## src/hw/rtl/pss_pkg.sv

```systemverilog
// Shared types, codes and constants for the page source selector.
// No dependencies; imported by every module of the block.
package pss_pkg;

  // Largest run the table takes.
  localparam int MAX_SOURCES = 8;
  localparam int CNT_W = $clog2(MAX_SOURCES + 1);
  localparam int IDX_W = (MAX_SOURCES > 1) ? $clog2(MAX_SOURCES) : 1;

  localparam int ID_W    = 64;
  localparam int VER_W   = 64;
  localparam int FLAGS_W = 9;
  localparam int SEL_W   = 3;

  localparam int IN_TDATA_W  = 144;
  localparam int OUT_TDATA_W = 8;

  typedef enum logic [1:0] {
    KIND_CURRENT    = 2'd0,
    KIND_PAST_IMAGE = 2'd1,
    KIND_STORAGE    = 2'd2,
    KIND_UNKNOWN    = 2'd3
  } kind_t;

  // Rank uses the kind encoding; unknown doubles as "none yet".
  localparam logic [1:0] RANK_NONE = 2'd3;

  typedef enum logic [1:0] {
    STAT_SELECTED  = 2'd0,
    STAT_NO_VALID  = 2'd1,
    STAT_CONFLICT  = 2'd2,
    STAT_TOO_MANY  = 2'd3
  } status_t;

  // Required proof flags per kind.
  localparam logic [FLAGS_W-1:0] FLAGS_CURRENT    = 9'h00F;
  localparam logic [FLAGS_W-1:0] FLAGS_PAST_IMAGE = 9'h01F;
  localparam logic [FLAGS_W-1:0] FLAGS_STORAGE    = 9'h1E5;

  typedef struct packed {
    kind_t              kind;
    logic [ID_W-1:0]    identity;
    logic [VER_W-1:0]   version;
    logic               version_ok;
    logic [FLAGS_W-1:0] proof_flags;
    logic               last;
  } cand_t;

  typedef struct packed {
    status_t          status;
    logic [SEL_W-1:0] selected_index;
  } res_t;

  function automatic logic [FLAGS_W-1:0] need_flags(kind_t k);
    logic [FLAGS_W-1:0] need;
    unique case (k)
      KIND_CURRENT:    need = FLAGS_CURRENT;
      KIND_PAST_IMAGE: need = FLAGS_PAST_IMAGE;
      KIND_STORAGE:    need = FLAGS_STORAGE;
      default:         need = '1;
    endcase
    return need;
  endfunction

  // Index masked to the result field width.
  function automatic logic [SEL_W-1:0] to_sel_idx(logic [IDX_W-1:0] idx);
    logic [31:0] wide;
    wide = 32'(idx);
    return wide[SEL_W-1:0];
  endfunction

endpackage

```

## src/hw/rtl/pss_in_reg.sv

```systemverilog
// Input register stage for candidate requests.
// Depends on pss_pkg for the candidate struct.
module pss_in_reg (
  input  logic           clk,
  input  logic           rst_n,
  input  logic           up_valid,
  output logic           up_ready,
  input  pss_pkg::cand_t up_cand,
  output logic           dn_valid,
  input  logic           dn_ready,
  output pss_pkg::cand_t dn_cand
);
  import pss_pkg::*;

  logic  valid_r;
  cand_t cand_r;

  // Refill whenever empty or draining this cycle.
  assign up_ready = !valid_r || dn_ready;
  assign dn_valid = valid_r;
  assign dn_cand  = cand_r;

  always_ff @(posedge clk) begin
    if (!rst_n) begin
      valid_r <= 1'b0;
    end else if (up_ready) begin
      valid_r <= up_valid;
    end
  end

  always_ff @(posedge clk) begin
    if (up_ready && up_valid) begin
      cand_r <= up_cand;
    end
  end

endmodule

```

## src/hw/rtl/pss_run_acc.sv

```systemverilog
// Candidate judging, run accumulation and the result register.
// Depends on pss_pkg for types, codes and flag masks.
module pss_run_acc (
  input  logic                      clk,
  input  logic                      rst_n,
  input  logic [pss_pkg::ID_W-1:0]  expected_identity,
  input  logic                      cand_valid,
  output logic                      cand_ready,
  input  pss_pkg::cand_t            cand,
  output logic                      res_valid,
  input  logic                      res_ready,
  output pss_pkg::res_t             res
);
  import pss_pkg::*;

  logic [CNT_W-1:0] cnt_r, cnt_nxt;
  logic             ovf_r, ovf_nxt;
  logic             any_valid_r, any_valid_nxt;
  logic [VER_W-1:0] ref_ver_r, ref_ver_nxt;
  logic             conflict_r, conflict_nxt;
  logic [1:0]       best_rank_r, best_rank_nxt;
  logic [IDX_W-1:0] best_idx_r, best_idx_nxt;

  logic             res_valid_r;
  res_t             res_r, res_nxt;

  logic             out_free;
  logic             fire;
  logic             judged_ok;
  logic             full;

  assign out_free   = !res_valid_r || res_ready;
  // Non-last requests never touch the result register.
  assign cand_ready = !cand.last || out_free;
  assign fire       = cand_valid && cand_ready;

  assign judged_ok = cand.version_ok && (cand.identity == expected_identity) &&
                     (cand.kind != KIND_UNKNOWN) &&
                     ((cand.proof_flags & need_flags(cand.kind)) == need_flags(cand.kind));
  assign full = (cnt_r >= CNT_W'(MAX_SOURCES));

  always_comb begin
    cnt_nxt       = cnt_r;
    ovf_nxt       = ovf_r;
    any_valid_nxt = any_valid_r;
    ref_ver_nxt   = ref_ver_r;
    conflict_nxt  = conflict_r;
    best_rank_nxt = best_rank_r;
    best_idx_nxt  = best_idx_r;
    res_nxt       = res_r;

    if (full) begin
      ovf_nxt = 1'b1;
    end else begin
      cnt_nxt = cnt_r + CNT_W'(1);
      if (judged_ok) begin
        if (!any_valid_r) begin
          any_valid_nxt = 1'b1;
          ref_ver_nxt   = cand.version;
          best_rank_nxt = cand.kind;
          best_idx_nxt  = cnt_r[IDX_W-1:0];
        end else begin
          if (cand.version != ref_ver_r) conflict_nxt = 1'b1;
          if (cand.kind < best_rank_r) begin
            best_rank_nxt = cand.kind;
            best_idx_nxt  = cnt_r[IDX_W-1:0];
          end
        end
      end
    end

    res_nxt.selected_index = '0;
    priority if (ovf_nxt) begin
      res_nxt.status = STAT_TOO_MANY;
    end else if (!any_valid_nxt) begin
      res_nxt.status = STAT_NO_VALID;
    end else if (conflict_nxt) begin
      res_nxt.status = STAT_CONFLICT;
    end else begin
      res_nxt.status         = STAT_SELECTED;
      res_nxt.selected_index = to_sel_idx(best_idx_nxt);
    end
  end

  always_ff @(posedge clk) begin
    if (!rst_n) begin
      cnt_r       <= '0;
      ovf_r       <= 1'b0;
      any_valid_r <= 1'b0;
      ref_ver_r   <= '0;
      conflict_r  <= 1'b0;
      best_rank_r <= RANK_NONE;
      best_idx_r  <= '0;
      res_valid_r <= 1'b0;
    end else begin
      if (res_valid_r && res_ready) res_valid_r <= 1'b0;
      if (fire) begin
        if (cand.last) begin
          // Report and start a fresh run.
          res_valid_r <= 1'b1;
          cnt_r       <= '0;
          ovf_r       <= 1'b0;
          any_valid_r <= 1'b0;
          ref_ver_r   <= '0;
          conflict_r  <= 1'b0;
          best_rank_r <= RANK_NONE;
          best_idx_r  <= '0;
        end else begin
          cnt_r       <= cnt_nxt;
          ovf_r       <= ovf_nxt;
          any_valid_r <= any_valid_nxt;
          ref_ver_r   <= ref_ver_nxt;
          conflict_r  <= conflict_nxt;
          best_rank_r <= best_rank_nxt;
          best_idx_r  <= best_idx_nxt;
        end
      end
    end
  end

  always_ff @(posedge clk) begin
    if (fire && cand.last) res_r <= res_nxt;
  end

  assign res_valid = res_valid_r;
  assign res       = res_r;

  a_run_cleared: assert property (@(posedge clk) disable iff (!rst_n)
    (fire && cand.last) |=> (cnt_r == '0) && !any_valid_r && !ovf_r && !conflict_r)
    else $error("run state not cleared after result");

  a_cnt_bound: assert property (@(posedge clk) disable iff (!rst_n)
    cnt_r <= CNT_W'(MAX_SOURCES))
    else $error("item count beyond table size");

  a_rank_tracks_valid: assert property (@(posedge clk) disable iff (!rst_n)
    any_valid_r == (best_rank_r != RANK_NONE))
    else $error("best rank out of step with valid flag");

  a_idx_zero: assert property (@(posedge clk) disable iff (!rst_n)
    (res_valid_r && (res_r.status != STAT_SELECTED)) |-> (res_r.selected_index == '0))
    else $error("index set on non-selected outcome");

endmodule

```

## src/hw/rtl/page_source_selector.sv

```systemverilog
// Page source selector top level: config register, stream packing, stages.
// Depends on pss_pkg, pss_in_reg and pss_run_acc.
// The result for a run passes the input register and then the result register.
// Throughput: one candidate request per cycle, except while in_tready is low.
// in_tready drops only while a last request waits on a full result register.
// Reset (rst_n, synchronous, active low) clears the run state and the identity register.
module page_source_selector (
  input  logic                               clk,
  input  logic                               rst_n,
  input  logic                               cfg_we,
  input  logic [pss_pkg::ID_W-1:0]           cfg_wdata,
  input  logic                               in_tvalid,
  output logic                               in_tready,
  // tdata, low bit up: identity[63:0], version[127:64], version_ok[128],
  // proof_flags[137:129], zero pad[143:138]
  input  logic [pss_pkg::IN_TDATA_W-1:0]     in_tdata,
  // tuser: kind[1:0]
  input  logic [1:0]                         in_tuser,
  input  logic                               in_tlast,
  output logic                               out_tvalid,
  input  logic                               out_tready,
  // tdata, low bit up: selected_index[2:0], zero pad[7:3]
  output logic [pss_pkg::OUT_TDATA_W-1:0]    out_tdata,
  // tuser: status[1:0]
  output logic [1:0]                         out_tuser
);
  import pss_pkg::*;

  logic [ID_W-1:0] expected_identity_r;

  cand_t in_cand;
  cand_t stg_cand;
  logic  stg_valid;
  logic  stg_ready;
  res_t  res;

  // Expected identity; to be written only while the block is idle, which the block itself does not enforce.
  always_ff @(posedge clk) begin
    if (!rst_n) begin
      expected_identity_r <= '0;
    end else if (cfg_we) begin
      expected_identity_r <= cfg_wdata;
    end
  end

  // Unpack the request stream.
  always_comb begin
    in_cand.kind        = kind_t'(in_tuser);
    in_cand.identity    = in_tdata[ID_W-1:0];
    in_cand.version     = in_tdata[ID_W+VER_W-1:ID_W];
    in_cand.version_ok  = in_tdata[ID_W+VER_W];
    in_cand.proof_flags = in_tdata[ID_W+VER_W+FLAGS_W:ID_W+VER_W+1];
    in_cand.last        = in_tlast;
  end

  pss_in_reg u_in_reg (
    .clk      (clk),
    .rst_n    (rst_n),
    .up_valid (in_tvalid),
    .up_ready (in_tready),
    .up_cand  (in_cand),
    .dn_valid (stg_valid),
    .dn_ready (stg_ready),
    .dn_cand  (stg_cand)
  );

  pss_run_acc u_run_acc (
    .clk               (clk),
    .rst_n             (rst_n),
    .expected_identity (expected_identity_r),
    .cand_valid        (stg_valid),
    .cand_ready        (stg_ready),
    .cand              (stg_cand),
    .res_valid         (out_tvalid),
    .res_ready         (out_tready),
    .res               (res)
  );

  // Pack the result stream.
  assign out_tdata = {(OUT_TDATA_W - SEL_W)'(0), res.selected_index};
  assign out_tuser = res.status;

endmodule
```

## config.mk

```make
export PLATFORM = sky130hd
export DESIGN_NAME = page_source_selector
export DESIGN_NICKNAME = d
export VERILOG_FILES = /design/src/hw/rtl/pss_pkg.sv /design/src/hw/rtl/pss_in_reg.sv /design/src/hw/rtl/pss_run_acc.sv /design/src/hw/rtl/page_source_selector.sv
export SDC_FILE = /design/constraint.sdc
export NUM_CORES = 1
export LEC_CHECK = 0
export ABC_AREA = 1
export BUFFER_PORTS_ARGS = -buffer_cell sky130_fd_sc_hd__buf_2
export CAP_MARGIN = 15
export CORE_UTILIZATION = 51
export CTS_CLUSTER_DIAMETER = 120
export DETAILED_ROUTE_END_ITERATION = 10
export PLACE_DENSITY = 0.77
export SLEW_MARGIN = 20
export SYNTH_ARGS = -nofsm -noshare
export SYNTH_HDL_FRONTEND = slang
export SYNTH_HIERARCHICAL = 1
export SYNTH_SLANG_ARGS = --single-unit
export TNS_END_PERCENT = 50
```

## constraint.sdc

```tcl
create_clock -name clk -period 10 [get_ports clk]
set_input_delay 2.5 -clock clk [delete_from_list [all_inputs] [get_ports clk]]
set_output_delay 2.5 -clock clk [all_outputs]
set_load 0.03 [all_outputs]
```

# Yosys cells after proc, flatten, opt, wreduce, memory -nomap -nowiden
# Index checks and enable logic that the tools add are counted.
# word_totals
ff_bits,288
input_bits,216
out_inout_bits,12
word_cells,85
# classes
add_sub_neg,1
magnitude_cmp,2
eq_ne,9
muxes,32
bitwise_logic,2
n_reduce_logical,20
# ops
cell,n
$mux W64,4
$eq A64 B64 Y1,1
$ne A64 B64 Y1,1
$pmux W9 S3,1
$mux W3,5
$mux W2,7
$mux W1,13
$and A9 B9 Y9,1
$eq A9 B9 Y1,1
$mux W4,2
$reduce_and A4 Y1,2
$logic_and A1 B1 Y1,7
$ne A2 B2 Y1 const B,3
$add A4 B1 Y4 const B,1
$ge A4 B4 Y1 const B,1
$logic_not A1 Y1,3
$logic_or A1 B1 Y1,3
$ne A3 B3 Y1 const B,1
$reduce_or A3 Y1,1
$eq A2 B1 Y1 const B,1
$eq A2 B2 Y1 const B,1
$logic_not A2 Y1,1
$lt A2 B2 Y1,1
$reduce_and A2 Y1,1
other kinds (3),3

# Depth between registers and ports, before layout
# logic_depth
word_depth,9
depth_mapped,16
depth_no_buf,15

# Cells and area by module
# Netlist, hierarchy kept.
# by_module_without_submodules
module,n_inst,cells_each,area_per_inst_um2,seq_area_each_um2
pss_run_acc,1,1026,6123.4,1691.6
pss_in_reg,1,148,4285.4,4254.1
page_source_selector,1,411,2711.4,1281.2

# Least setup slack after synthesis
# OpenSTA, ideal clock, no wires.
# synth_path
kind,input -> register
startpoint,input out_tready
endpoint,"register u_in_reg.cand_r, in the netlist u_in_reg/dn_cand[0] (enable)"
setup_ps,687
arrival_ps,9414
required_ps,9313
path_slack_ps,-102
stages,4
path_buffers,0
path_cell_list,nor2_1 -> nand2_1 -> inv_2 -> a21oi_1
# synth_via
elab_chain_len,4
# synth_rtl
item,line_no,source
start: declaration,page_source_selector.sv:21,"input logic out_tready,"
$logic_or A1 B1 Y1,pss_run_acc.sv:32,assign out_free = !res_valid_r || res_ready;
$logic_or A1 B1 Y1,pss_run_acc.sv:34,assign cand_ready = !cand.last || out_free;
named net stg_ready,page_source_selector.sv:34,logic stg_ready;
$logic_or A1 B1 Y1,pss_in_reg.sv:19,assign up_ready = !valid_r || dn_ready;
$logic_and A1 B1 Y1,pss_in_reg.sv:32,if (up_ready && up_valid) begin
end signal: assignment,pss_in_reg.sv:33,cand_r <= up_cand;
end: declaration,pss_in_reg.sv:16,cand_t cand_r;
# The timed path passes the listed nets, and every way through them passes these cells.
# A chain may end at the register's enable or synchronous reset.

# Worst setup path in the final report
# layout_path
startpoint,input out_tready
endpoint,output in_tready
# layout_via
elab_chain_len,3
# layout_rtl
item,line_no,source
$logic_or A1 B1 Y1,pss_run_acc.sv:32,
$logic_or A1 B1 Y1,pss_run_acc.sv:34,
named net stg_ready,page_source_selector.sv:34,
$logic_or A1 B1 Y1,pss_in_reg.sv:19,
end: declaration,page_source_selector.sv:13,"output logic in_tready,"
# The timed path passes the listed nets, and every way through them passes these cells.

==> reports/results.tsv <==
metric	value	unit
global-route wire length before repair	47.1	mm
Syn Std Cell Area	13100	um^2
worst clock skew	0.0138	ns
MaxCap Viol Count	0	
Detail Placement HPWL	20.2	mm
Finished Layout Cells	2150	
Ports	228	
WHS	0.460	ns
Via density	4.73	
HP Class	flop to flop	
Worst Hold Depth	2	
final WL	29.4	mm
Routed Antenna Nets	0	
sequential-to-total area share from yosys stat	0.551	
synthesized instance count	1585	
EDFF count, synth	146	
chip width	162	um
Setup TNS Final	0	ns
CP Capture Type	output pin	
status	completed	
#FFs+latches synth	288	
filler instances	2119	
fraction of layout cells with a size suffix above 1	0.179	
Synth Area per Inst	8.28	um^2
pwr/cell area	186	nW/um^2
Core Area	25200	um^2
CP cell instances	buf_2, nor2_1, nand2_1, inv_2, nand2_2, buf_2	
initial antenna violation count	2	
Clock Latency Late Sink	0.50	ns
H-Tree Level Count	2	
Post-synth ARST share	0	
most frequent cells in the layout	nand2_1 (408), nor2_1 (348), inv_1 (221)	
critical path's largest stage delay	0.19	ns
TritonCTS clock tree	built	
Multi-input gate area	4660	um^2
WP buf/inv	3	
Total Routing Usage GR	0.226	
Crit. path cell count	6	
vias after detailed routing	10200	
Netlist cell types	32	
Sequential Area	7230	um^2
R2R depth	12	
leakage power	7.17	nW
initial detailed-routing violation count	725	
Slew HR	0.270	
max frequency	0.176	GHz
die height	162	um
Residual DRC	0	
crit path kind	input port to output pin	
CP startpoint kind	input port	
Slew Viols, Final	0	
DIE AREA	26400	um^2
clock buffer count from CTS	34	
most common cell after layout, fill and taps aside	nand2_1	
final hold violation count	0	
clk slew on worst S/H paths	0.05	ns
Post-synth top flop	edfxtp_1	
Placer Congestion	0.857	
RSZ-0062 raised after global routing	no	
Warnings, synthesis	6	
WL/cell	13.7	um
CP most frequent cell	buf_2	
cell family with most CP delay	buffers and inverters	
GRT Residual Overflow	0	
largest net degree at the start of global routing	88	
Clock Sinks	288	
Post-CTS Resized	0	
area grow syn2layout	17.3	%
PortBufs	216	
Final nets	2012	
# placed instances	2087	
Tcrit/Tclk final	0.568	
Period minus WS final	5.68	ns
CP max FO	2	
initial core utilization	0.521	
slowest CP cell	buf_2	
DR pass1 iterations	5	
row cnt	58	
vias in the first global route	9993	
post-CTS setup buffers	0	
Req. time, crit path	7.50	ns
Finished Core Util	0.611	
Crit path arrival time	3.18	ns
VDD IR max	0.000136	V
Final Setup Violations	0	
CTS Hold Buffers Added	0	
Max Root-Sink Buffers	3	
Tightest Pin Transition	1.09	ns
Root Driver	clkbuf_16	
## flip-flops by register name (all words and copies together) (netlist names)
register	cells
u_run_acc/ovf_r	1
u_in_reg/dn_cand	141
u_run_acc/ref_ver_r	64
u_run_acc/res	5
u_run_acc/best_rank_r	2
expected_identity_r	64
u_run_acc/conflict_r	1
u_run_acc/any_valid_r	1
u_run_acc/res_valid	1
u_in_reg/dn_valid	1
u_run_acc/cnt_r	4
u_run_acc/best_idx_r	3
## cell usage after synthesis, types with 2 or more instances
| cell type | number | area share |
|---|---|---|
| and2_1 | 2 | 0.00095 |
| buf_12 | 5 | 0.0076 |
| buf_2 | 10 | 0.0038 |
| ha_1 | 3 | 0.0029 |
| o21ai_0 | 57 | 0.022 |
| nand2_2 | 2 | 0.00095 |
| clkbuf_1 | 18 | 0.0051 |
| xnor2_1 | 75 | 0.050 |
| nor2_2 | 42 | 0.020 |
| nor2_1 | 348 | 0.10 |
| a21boi_0 | 2 | 0.0011 |
| buf_4 | 8 | 0.0046 |
| xor2_1 | 17 | 0.011 |
| nand4_1 | 22 | 0.010 |
| a21oi_1 | 10 | 0.0038 |
| inv_1 | 221 | 0.063 |
| dfxtp_1 | 142 | 0.22 |
| edfxtp_1 | 146 | 0.33 |
| nand2_1 | 408 | 0.12 |
| nand3_1 | 22 | 0.0084 |
| inv_2 | 2 | 0.00057 |
| or2_2 | 2 | 0.00095 |
| buf_6 | 12 | 0.010 |
## metal layers
metal | track usage | part of all wire | wire [um]
met5 | 0 | 0 | 0
met2 | 0.389 | 0.48 | 14100
met4 | 0.0810 | 0.024 | 707
met1 | 0.289 | 0.44 | 12900
met3 | 0.0326 | 0.060 | 1770
## worst reg2reg max path, stage by stage, from the launching register on
cell      delay (ns)
edfxtp_1        0.38
xnor2_1         0.52
nand2_1         0.14
nor2_1          0.12
nand2_1         0.06
nor2_1          0.21
nand3_2         0.14
nand2_2         0.10
nand2_4         0.27
inv_4           0.89
nand2_1         0.21
nand2_1         0.12
nor2_2          0.04
## stage by stage
stage	total power, W	setup slack, ns	area [um^2]
2_1_floorplan	0.00158	2.77	13100
3_3_place_gp	0.00166	4.34	14300
3_5_place_dp	0.00167	4.32	14300
4_1_cts	0.00289	4.32	15400
5_1_grt	0.00297	4.26	15400
6_report	0.00286	4.32	15400
## logic make-up (layout without fill, tap and decap cells)
group | count (synthesis) | after routing | synth area share
AND/OR/NAND/NOR | 851 | 851 | 0.260
AO/OA/AOI/OAI | 72 | 72 | 0.0283
XOR/XNOR | 92 | 92 | 0.0614
other | 1 | 7 | 0.000286
buffers and inverters | 278 | 507 | 0.0960
adder cells (fa/ha/maj) | 3 | 3 | 0.00286
flip-flops | 288 | 288 | 0.551
## worst paths after layout
kind	startpoint	endpoint	slack [ns]
worst max-delay path	out_tready	in_tready	4.32
worst min-delay path	u_run_acc/best_rank_r[1]	u_run_acc/best_rank_r[1]	0.46
worst max register to register	u_in_reg/dn_cand[120]	u_run_acc/ref_ver_r[23]	6.70
worst min register to register	u_run_acc/best_rank_r[1]	u_run_acc/best_rank_r[1]	0.46
## report_power, final
group / internal (W) / switching (W) / total [W] / leakage, nW
Clock: 0.000738 / 0.000470 / 0.00121 / 0.551
Sequential: 0.00132 / 0.0000462 / 0.00136 / 2.60
Combinational: 0.000117 / 0.000168 / 0.000285 / 4.02
Total: 0.00217 / 0.000684 / 0.00286 / 7.17
## cell type report
class,count,share of cell area
well taps,330,0.0268
repair buffers,221,0.0733
diodes,2,0.000325
flip-flops and latches,288,0.470
inverters,225,0.0550
multi-input cells,1023,0.303
clock buffers,53,0.0672
clock inverters,8,0.00488
(Power assumes the default switching activity.)
